File: src/rtl/core/assert_macros.svh
// ----------------------------------------------------------------------------
// assert_macros.svh
// Concurrent assertion helpers shared by the RTL.
// ----------------------------------------------------------------------------
`ifndef ASSERT_MACROS_SVH
`define ASSERT_MACROS_SVH

// Clocked check, masked while reset is asserted.
`define ASSERT_CLK(label, prop, msg) \
  label: assert property (@(posedge clk) disable iff (!rst_n) (prop)) else $error(msg);

// Clocked check that also holds during reset.
`define ASSERT_CLK_ALWAYS(label, prop, msg) \
  label: assert property (@(posedge clk) (prop)) else $error(msg);

`endif

File: src/rtl/core/tldn_pkg.sv
// ----------------------------------------------------------------------------
// tldn_pkg
// Types and constants of the day/night traffic light controller.
// ----------------------------------------------------------------------------
`default_nettype none

package tldn_pkg;

  localparam int CNT_W     = 8;
  localparam int CFG_IDX_W = 2;
  localparam int LAMP_W    = 3;

  localparam logic [LAMP_W-1:0] LAMP_OFF    = 3'b000;
  localparam logic [LAMP_W-1:0] LAMP_RED    = 3'b001;
  localparam logic [LAMP_W-1:0] LAMP_YELLOW = 3'b010;
  localparam logic [LAMP_W-1:0] LAMP_GREEN  = 3'b100;

  localparam logic [CNT_W-1:0] CNT_MAX = 8'hFF;

  localparam logic [CNT_W-1:0] GREEN_RST = 8'd16;
  localparam logic [CNT_W-1:0] YELLOW_RST = 8'd6;
  localparam logic [CNT_W-1:0] BLINK_RST = 8'd16;

  typedef enum logic [CFG_IDX_W-1:0] {
    REG_GREEN  = 2'd0,
    REG_YELLOW = 2'd1,
    REG_BLINK  = 2'd2
  } cfg_reg_t;

  typedef enum logic [4:0] {
    PH_GREEN_AC  = 5'b00001,
    PH_YELLOW_AC = 5'b00010,
    PH_GREEN_BD  = 5'b00100,
    PH_YELLOW_BD = 5'b01000,
    PH_NIGHT     = 5'b10000
  } phase_t;

  typedef struct packed {
    logic [CNT_W-1:0] green_ticks;
    logic [CNT_W-1:0] yellow_ticks;
    logic [CNT_W-1:0] blink_ticks;
  } timing_cfg_t;

  typedef struct packed {
    logic [LAMP_W-1:0] lamps_a;
    logic [LAMP_W-1:0] lamps_b;
    logic [LAMP_W-1:0] lamps_c;
    logic [LAMP_W-1:0] lamps_d;
    logic              night_active;
  } lamp_out_t;

  // A zero duration counts as one tick.
  function automatic logic [CNT_W-1:0] at_least_one(input logic [CNT_W-1:0] v);
    at_least_one = (v == '0) ? {{(CNT_W-1){1'b0}}, 1'b1} : v;
  endfunction

endpackage

`default_nettype wire

File: src/rtl/core/tldn_seq.sv
// ----------------------------------------------------------------------------
// tldn_seq
// Phase sequencer, button debounce and lamp decode; advances once per request.
// ----------------------------------------------------------------------------
`default_nettype none
`include "assert_macros.svh"

module tldn_seq (
  input  wire logic                  clk,
  input  wire logic                  rst_n,
  input  wire logic                  step,
  input  wire logic                  button_level,
  input  wire tldn_pkg::timing_cfg_t cfg,
  output tldn_pkg::lamp_out_t        lamps
);
  import tldn_pkg::*;

  phase_t           phase_r, phase_nxt;
  logic [CNT_W-1:0] tick_cnt_r, tick_cnt_nxt;
  logic             req_day_r, req_day_nxt;
  logic             blink_on_r, blink_on_nxt;
  logic             held_r, held_nxt;
  logic             pending_r, pending_nxt;

  logic [CNT_W-1:0] limit;
  logic [CNT_W-1:0] cnt_inc;
  logic [LAMP_W-1:0] ac, bd;
  logic             night;

  assign night = (phase_r == PH_NIGHT);

  // lamps shown during this request (state before update)
  always_comb begin
    ac = LAMP_OFF;
    bd = LAMP_OFF;
    case (phase_r)
      PH_GREEN_AC: begin
        ac = LAMP_GREEN;
        bd = LAMP_RED;
      end
      PH_YELLOW_AC: begin
        ac = LAMP_GREEN | LAMP_YELLOW;
        bd = LAMP_RED | LAMP_YELLOW;
      end
      PH_GREEN_BD: begin
        ac = LAMP_RED;
        bd = LAMP_GREEN;
      end
      PH_YELLOW_BD: begin
        ac = LAMP_RED | LAMP_YELLOW;
        bd = LAMP_GREEN | LAMP_YELLOW;
      end
      PH_NIGHT: begin
        ac = blink_on_r ? LAMP_YELLOW : LAMP_OFF;
        bd = ac;
      end
      default: begin
        ac = LAMP_OFF;
        bd = LAMP_OFF;
      end
    endcase
  end

  assign lamps.lamps_a      = ac;
  assign lamps.lamps_b      = bd;
  assign lamps.lamps_c      = ac;
  assign lamps.lamps_d      = bd;
  assign lamps.night_active = night;

  // button debounce: two pressed requests in a row after a release
  always_comb begin
    req_day_nxt = req_day_r;
    held_nxt    = held_r;
    pending_nxt = pending_r;
    if (pending_r) begin
      pending_nxt = 1'b0;
      if (button_level) begin
        req_day_nxt = ~req_day_r;
        held_nxt    = 1'b1;
      end else begin
        held_nxt = 1'b0;
      end
    end else if (button_level) begin
      if (!held_r) begin
        pending_nxt = 1'b1;
      end
    end else begin
      held_nxt = 1'b0;
    end
  end

  always_comb begin
    case (phase_r)
      PH_YELLOW_AC, PH_YELLOW_BD: limit = at_least_one(cfg.yellow_ticks);
      PH_NIGHT:                   limit = at_least_one(cfg.blink_ticks);
      default:                    limit = at_least_one(cfg.green_ticks);
    endcase
  end

  assign cnt_inc = (tick_cnt_r == CNT_MAX) ? tick_cnt_r : tick_cnt_r + 1'b1;

  always_comb begin
    phase_nxt    = phase_r;
    tick_cnt_nxt = cnt_inc;
    blink_on_nxt = blink_on_r;
    if (cnt_inc >= limit) begin
      tick_cnt_nxt = '0;
      case (phase_r)
        PH_GREEN_AC:  phase_nxt = PH_YELLOW_AC;
        PH_YELLOW_AC: phase_nxt = PH_GREEN_BD;
        PH_GREEN_BD:  phase_nxt = PH_YELLOW_BD;
        default: begin
          if (req_day_nxt) begin
            phase_nxt    = PH_GREEN_AC;
            blink_on_nxt = 1'b0;
          end else begin
            phase_nxt    = PH_NIGHT;
            blink_on_nxt = ~blink_on_r;
          end
        end
      endcase
    end
  end

  always_ff @(posedge clk) begin
    if (!rst_n) begin
      phase_r    <= PH_GREEN_AC;
      tick_cnt_r <= '0;
      req_day_r  <= 1'b1;
      blink_on_r <= 1'b0;
      held_r     <= 1'b0;
      pending_r  <= 1'b0;
    end else if (step) begin
      phase_r    <= phase_nxt;
      tick_cnt_r <= tick_cnt_nxt;
      req_day_r  <= req_day_nxt;
      blink_on_r <= blink_on_nxt;
      held_r     <= held_nxt;
      pending_r  <= pending_nxt;
    end
  end

  `ASSERT_CLK(a_day_yellow_clear, !night |-> !blink_on_r, "blink level set during day")
  `ASSERT_CLK(a_debounce_excl, !(pending_r && held_r), "pending and held both set")

endmodule

`default_nettype wire

File: src/rtl/core/traffic_light_day_night_controller_top.sv
// ----------------------------------------------------------------------------
// traffic_light_day_night_controller_top
// Four-way traffic light with a timed day cycle and a night yellow blink.
//
// Usage:
//   Input channel (in_valid/in_ready/in_button_level): one request per 50 ms
//   tick with the sampled button level. Result channel (out_valid/out_ready)
//   returns one request per tick: the four lamp sets lit during that tick and
//   night_active. Config channel (cfg_valid/cfg_ready/cfg_index/cfg_data)
//   writes green, yellow and blink durations; cfg_ready is always high and
//   unknown indexes are dropped. Write config only while the block is idle.
//   The result is registered and valid in the cycle after the input is accepted.
//   Throughput: one request per cycle, set by the single output register;
//   in_ready stays high while that register is empty or being drained.
//   When the receiver stalls, the result is held and in_ready drops until
//   out_ready returns. Reset (rst_n low, synchronous) empties the output
//   register, restores default durations and starts day phase A/C green
//   with day mode requested.
// ----------------------------------------------------------------------------
`default_nettype none
`include "assert_macros.svh"

module traffic_light_day_night_controller_top (
  input  wire logic                           clk,
  input  wire logic                           rst_n,
  input  wire logic                           in_valid,
  output      logic                           in_ready,
  input  wire logic                           in_button_level,
  output      logic                           out_valid,
  input  wire logic                           out_ready,
  output      logic [tldn_pkg::LAMP_W-1:0]    out_lamps_a,
  output      logic [tldn_pkg::LAMP_W-1:0]    out_lamps_b,
  output      logic [tldn_pkg::LAMP_W-1:0]    out_lamps_c,
  output      logic [tldn_pkg::LAMP_W-1:0]    out_lamps_d,
  output      logic                           out_night_active,
  input  wire logic                           cfg_valid,
  output      logic                           cfg_ready,
  input  wire logic [tldn_pkg::CFG_IDX_W-1:0] cfg_index,
  input  wire logic [tldn_pkg::CNT_W-1:0]     cfg_data
);
  import tldn_pkg::*;

  timing_cfg_t cfg_r;
  lamp_out_t   lamps;
  lamp_out_t   res_r;
  logic        out_valid_r;
  logic        accept;

  assign cfg_ready = 1'b1;

  always_ff @(posedge clk) begin
    if (!rst_n) begin
      cfg_r.green_ticks  <= GREEN_RST;
      cfg_r.yellow_ticks <= YELLOW_RST;
      cfg_r.blink_ticks  <= BLINK_RST;
    end else if (cfg_valid && cfg_ready) begin
      case (cfg_index)
        REG_GREEN:  cfg_r.green_ticks  <= cfg_data;
        REG_YELLOW: cfg_r.yellow_ticks <= cfg_data;
        REG_BLINK:  cfg_r.blink_ticks  <= cfg_data;
        default: ;
      endcase
    end
  end

  assign in_ready = !out_valid_r || out_ready;
  assign accept   = in_valid && in_ready;

  tldn_seq u_seq (
    .clk          (clk),
    .rst_n        (rst_n),
    .step         (accept),
    .button_level (in_button_level),
    .cfg          (cfg_r),
    .lamps        (lamps)
  );

  always_ff @(posedge clk) begin
    if (!rst_n) begin
      out_valid_r <= 1'b0;
    end else if (accept) begin
      out_valid_r <= 1'b1;
    end else if (out_ready) begin
      out_valid_r <= 1'b0;
    end
  end

  always_ff @(posedge clk) begin
    if (accept) begin
      res_r <= lamps;
    end
  end

  assign out_valid        = out_valid_r;
  assign out_lamps_a      = res_r.lamps_a;
  assign out_lamps_b      = res_r.lamps_b;
  assign out_lamps_c      = res_r.lamps_c;
  assign out_lamps_d      = res_r.lamps_d;
  assign out_night_active = res_r.night_active;

  `ASSERT_CLK(a_ready_stall, !in_ready |-> out_valid && !out_ready, "in_ready low without stall")
  `ASSERT_CLK(a_accept_gives_result, accept |=> out_valid, "accepted request produced no result")

endmodule

`default_nettype wire

File: config.mk
export PLATFORM = sky130hd
export DESIGN_NAME = traffic_light_day_night_controller_top
export DESIGN_NICKNAME = d
export VERILOG_FILES = /design/src/rtl/core/tldn_pkg.sv /design/src/rtl/core/tldn_seq.sv /design/src/rtl/core/traffic_light_day_night_controller_top.sv
export VERILOG_INCLUDE_DIRS = /design/src /design/src/rtl/core
export SDC_FILE = /design/constraint.sdc
export NUM_CORES = 1
export LEC_CHECK = 0
export BUFFER_PORTS_ARGS = -buffer_cell sky130_fd_sc_hd__buf_2
export CORE_MARGIN = 1
export CORE_UTILIZATION = 25
export CTS_BUF_LIST = sky130_fd_sc_hd__clkbuf_16
export DETAILED_ROUTE_END_ITERATION = 10
export SLEW_MARGIN = 25
export SYNTH_ARGS = -nofsm -noshare
export SYNTH_HDL_FRONTEND = slang
export SYNTH_HIERARCHICAL = 1
export SYNTH_SLANG_ARGS = --single-unit
File: constraint.sdc
create_clock -name clk -period 3.5 [get_ports clk]
set_clock_uncertainty 0.05 [all_clocks]
set_input_delay 0.525 -clock clk [delete_from_list [all_inputs] [get_ports clk]]
set_output_delay 0.525 -clock clk [all_outputs]
set_load 0.005 [all_outputs]
Word-level counts from Yosys, hierarchy flattened --
Index checks and enable logic that the tools add are counted.
Storage, ports and cells: flip-flop bits (word level) 49, input bits 16, output and inout bits 16, logic and storage cells 65
Cells by class: $add $sub $neg 1, $lt $le $gt $ge 1, eq/ne operators 9, mux-type cells 22, bitwise logic cells 3, reduce and logical (&&, ||, !) cells 16
Operators with widths (count):
- 2-to-1 mux 8 bit | 5
- case mux 3 bit (5 select lines) | 2
- zero test 8 bit | 3
- case mux 8 bit (2 select lines) | 1
- case mux 5 bit (3 select lines) | 1
- 2-to-1 mux 1 bit | 11
- AND reduction 2 bit | 5
- adder 8 x 1 -> 8 bit (second input constant) | 1
- == test 8 bit (second input constant) | 1
- >= comparator 8 bit | 1
- == test 5 x 1 -> 1 bit (second input constant) | 1
- == test 5 x 2 -> 1 bit (second input constant) | 1
- == test 5 x 3 -> 1 bit (second input constant) | 1
- == test 5 x 4 -> 1 bit (second input constant) | 1
- == test 5 bit (second input constant) | 1
- 2-to-1 mux 5 bit | 1
- NOT 1 bit | 3
- AND reduction 3 bit | 1
- OR reduction 3 bit | 1
- == test 2 x 1 -> 1 bit (second input constant) | 1
- == test 2 bit (second input constant) | 1
- zero test 2 bit | 1
- 2-to-1 mux 2 bit | 1
- != test 2 x 1 -> 1 bit (second input constant) | 1
- 5 further kinds | 5

Longest topological paths before layout --
depth in word-level cells 5, depth in mapped cells 13, depth with buffers taken out 11

Cells and area by module --
Netlist, hierarchy kept.
Modules (own cells, without submodules):
- tldn_seq | times used 1, cells an instance 187, area an instance 1486.4 um2, seq. area each 340.3 um2
- traffic_light_day_night_controller_top | times used 1, cells an instance 115, area an instance 1390.1 um2, seq. area each 890.9 um2

Worst setup path after synthesis --
OpenSTA, ideal clock, no wires.
path kind reg2reg, from reg u_seq.phase_r[2], to reg u_seq.tick_cnt_r[6], setup time 0.060 ns, data arrival time 2.809 ns, data required time 3.390 ns, path slack 0.581 ns, stages on the path, launching flop included 13, buffers on the path 2, clock period less this slack 2.919 ns, cell sequence dfxtp_1 > clkbuf_1 > nor4_4 > nor2_1 > o21ai_1 > nand3_1 > ha_1 > nand2b_1 > a2111o_1 > a211o_1 > buf_6 > o32ai_2 > and2_1
Between the ends: word-level cells in the longest chain between the ends 5, elaborated cells between the ends (all ways) 7, those cells by class order compare: 1; eq/ne: 3; mux: 2; reduce/logical: 1
Ends and longest elaborated chain:
- from (decl) | line tldn_seq.sv:18 | phase_t phase_r, phase_nxt;
- from (signal assigned) | line tldn_seq.sv:134 | phase_r <= phase_nxt;
- == test 5 x 4 -> 1 bit or == test 5 x 2 -> 1 bit (tied branches) | line tldn_seq.sv:93 | case (phase_r)
- OR reduction 2 bit | line tldn_seq.sv:93
- case mux 8 bit (2 select lines) (*) | line tldn_seq.sv:93
- >= comparator 8 bit (*) | line tldn_seq.sv:106 | if (cnt_inc >= limit) begin
- 2-to-1 mux 8 bit (*) | line tldn_seq.sv:106
- to (signal assigned) | line tldn_seq.sv:135 | tick_cnt_r <= tick_cnt_nxt;
- to (decl) | line tldn_seq.sv:19 | logic [CNT_W-1:0] tick_cnt_r, tick_cnt_nxt;
Every way passes the cells marked *; elsewhere a longest branch is shown, timed or not. A chain may end at the register's enable or synchronous reset.

Final worst setup path --
from reg u_seq.tick_cnt_r[0], to reg u_seq.phase_r[3]
Between the ends: word-level cells in the longest chain between the ends 4, elaborated cells between the ends (all ways) 5, those cells by class add/sub: 1; order compare: 1; eq/ne: 1; mux: 1; reduce/logical: 1
Ends and longest elaborated chain:
- adder 8 x 1 -> 8 bit or == test 8 bit (tied branches) | line tldn_seq.sv:100 | assign cnt_inc = (tick_cnt_r == CNT_MAX) ? tick_cnt_r : tick_cnt_r + 1'b1;
- 2-to-1 mux 8 bit (*) | line tldn_seq.sv:100
- >= comparator 8 bit (*) | line tldn_seq.sv:106
- AND reduction 2 bit (no source line) (*)
Marks and branches as above.

==> results.sh <==
export IMPL_routedWlPerCell_um=12.7
export IMPL_ant_nets=0
export IMPL_synth_most_common_cell="nand2_1"
export IMPL_num_vias=2153
export IMPL_port_buffers=30
export IMPL_ys_types=57
export IMPL_gp_congestion=0.808
export IMPL_timing_slew_headroom=0.445
export IMPL_synth_top_cells_by_count="46 x nand2_1, 42 x dfxtp_1, 24 x mux2i_1, 13 x buf_4, 13 x edfxtp_1"
export IMPL_antennaDiodeCount=0
export IMPL_drc_errors=0
export IMPL_numCtsBuffers=5
export IMPL_fin_crit_ns=3.15
export IMPL_ys_ff_latch=55
export IMPL_grt_overflow_total=0
export IMPL_initial_core_util=0.261
export IMPL_power_leakage_uw=0.00131
export IMPL_peakVddDrop_v=0.000180
export IMPL_worstSetupPathType="flop to flop"
export IMPL_finalHoldViolCount=0
export IMPL_worstMarginPinSlew_ns=0.832
export IMPL_synthesis_nets=327
export IMPL_max_cap_viol_count=0
export IMPL_grt_max_degree=52
export IMPL_min_delay_path_class="flop to flop"
export IMPL_postCtsSetupBuffers=0
export IMPL_syn_mean_instance_area_um2=9.52
export IMPL_finalSetupTns_ns=0
export IMPL_core_area_um2=11000
export IMPL_num_io_pins=32
export IMPL_nets=343
export IMPL_via_per_inst=4.69
export IMPL_critPathRequiredTime_ns=3.68
export IMPL_preCtsSetupSlack_ns=0.375
export IMPL_firstDrtPassIters=4
export IMPL_path_max_fanout=11
export IMPL_setup_viol=0
export IMPL_drtIter0Drc=114
export IMPL_ys_top_cells_by_area="dfxtp_1 29%, edfxtp_1 14%, mux2i_1 8.4%, nand2_1 6.0%, ha_1 3.9%"
export IMPL_clock_sinks=55
export IMPL_die_h_um=109
export IMPL_worst_slack_ns=0.355
export IMPL_htreeDepth=2
export IMPL_ctsResizeCount=0
export IMPL_synth_largest_area_cell="dfxtp_1"
export IMPL_die_area_um2=11900
export IMPL_yosysTopAreaCellShare=0.292
export IMPL_reg2reg_setup_slack_ns=0.35
export IMPL_fillers=1187
export IMPL_cts_root_buf="clkbuf_16"
export IMPL_clk_path_buf_depth=2
export IMPL_synth_flop_cell="dfxtp_1"
export IMPL_tritoncts="done"
export IMPL_yosysSeqAreaShare=0.428
export IMPL_syn_inst=302
export IMPL_rows=38
export IMPL_status="completed"
export IMPL_clk_latency_ns=0.29
export IMPL_fin_crit_sh=0.899
export IMPL_crit_path_end_kind="flop"
export IMPL_hpwl_mm=4.22
export IMPL_drive_above_1_share=0.154
export IMPL_rsz0062_at_grt="no"
export IMPL_routed_wl_mm=5.81
export IMPL_ys_warn_count=6
export IMPL_ys_async_sr_fraction=0
export IMPL_grt_usage=0.106
export IMPL_die_w_um=109
export IMPL_synth_edf_count=13
export IMPL_path_clk_slew_ns=0.07
export IMPL_arrival_ns=3.32
export IMPL_antenna_found_initial=0
export IMPL_power_uw=1280
export IMPL_power_density_nw_per_um2=398
export IMPL_grt_pass1_wl_mm=9.85
export IMPL_syn_area_um2=2880
export IMPL_crit_path_start_kind="flop"
export IMPL_holdBufCountCts=0
export IMPL_syn_to_final_growth_pct=11.8
export IMPL_fmax_mhz=318
export IMPL_grt_pass1_vias=2111
export IMPL_drv_slew=0
worst max-delay path, stage by stage (launching register included):
cell	delay [ns]
dfxtp_1	0.45
ha_1	0.28
and4_1	0.27
nand2_1	0.07
nor3_1	0.26
nor2_1	0.12
ha_1	0.33
and3_1	0.18
and3_1	0.18
a32oi_1	0.10
buf_4	0.18
or4_1	0.47
a21boi_1	0.14
flip-flops by register name (all words and copies together), names as in the netlist:
signal,flops
cfg_r,24
u_seq/tick_cnt_r,8
u_seq/phase_r,5
out_lamps_a,3
out_lamps_b,3
out_lamps_c,3
out_lamps_d,3
out_night_active,1
out_valid,1
u_seq/blink_on_r,1
u_seq/held_r,1
u_seq/pending_r,1
u_seq/req_day_r,1
area by class of cell:
type | instances | area [um2] | share of cell area
inverter | 8 | 30.0 | 0.00933
clock buffer | 5 | 125 | 0.0389
sequential | 55 | 1230 | 0.383
tap | 140 | 175 | 0.0545
timing repair buffer | 36 | 195 | 0.0607
multi-input combinational | 212 | 1440 | 0.449
clock inverter | 3 | 16.3 | 0.00506
path summary, 6_finish.rpt:
kind,startpoint,to,cells after the start
max,u_seq/tick_cnt_r[0],u_seq/phase_r[3],12
min,cfg_r[8],cfg_r[8],2
max reg2reg,u_seq/tick_cnt_r[0],u_seq/phase_r[3],12
min reg2reg,cfg_r[8],cfg_r[8],2
per-stage QoR:
step / cells / hold WS, ns / area, um2 / util
2_1_floorplan: 302 / 0.385 / 2880 / -
3_3_place_gp: 451 / 0.403 / 3080 / 0.279
3_5_place_dp: 451 / 0.411 / 3080 / 0.279
4_1_cts: 459 / 0.425 / 3220 / 0.292
5_1_grt: 459 / 0.439 / 3220 / 0.292
6_report: 459 / 0.424 / 3220 / 0.292
layer usage:
layer / routed length, um / share of wire / track usage
met5: 0 / 0 / 0
met4: 93 / 0.016 / 0.0410
met3: 242 / 0.042 / 0.0233
met2: 2730 / 0.47 / 0.175
met1: 2750 / 0.47 / 0.133
placed cells by master, fill, tap and decap left out, types with 8 or more instances in the layout:
cell and count:
nor2b_1 9, mux2i_1 24, nand2_1 46, edfxtp_1 13
buf_2 30, inv_1 8, a21oi_1 11, ha_1 9
dfxtp_1 42, nor2_1 12
cell families after synthesis:
kind of cell | Yosys count | synth area share
adders and majority gates | 9 | 0.0391
muxes | 24 | 0.0835
DFF | 55 | 0.428
and+or+nand+nor | 120 | 0.226
buffers and inverters | 35 | 0.0700
AOI/OAI and AO/OA | 52 | 0.134
other | 1 | 0.00130
xor gates and xnor gates | 6 | 0.0183
power breakdown:
| group | internal (uW) | total, uW | switching (uW) |
|---|---|---|---|
| sequential | 669 | 684 | 14.9 |
| clock | 263 | 489 | 225 |
| combinational | 48.5 | 108 | 59.9 |
(Power assumes the default switching activity.)
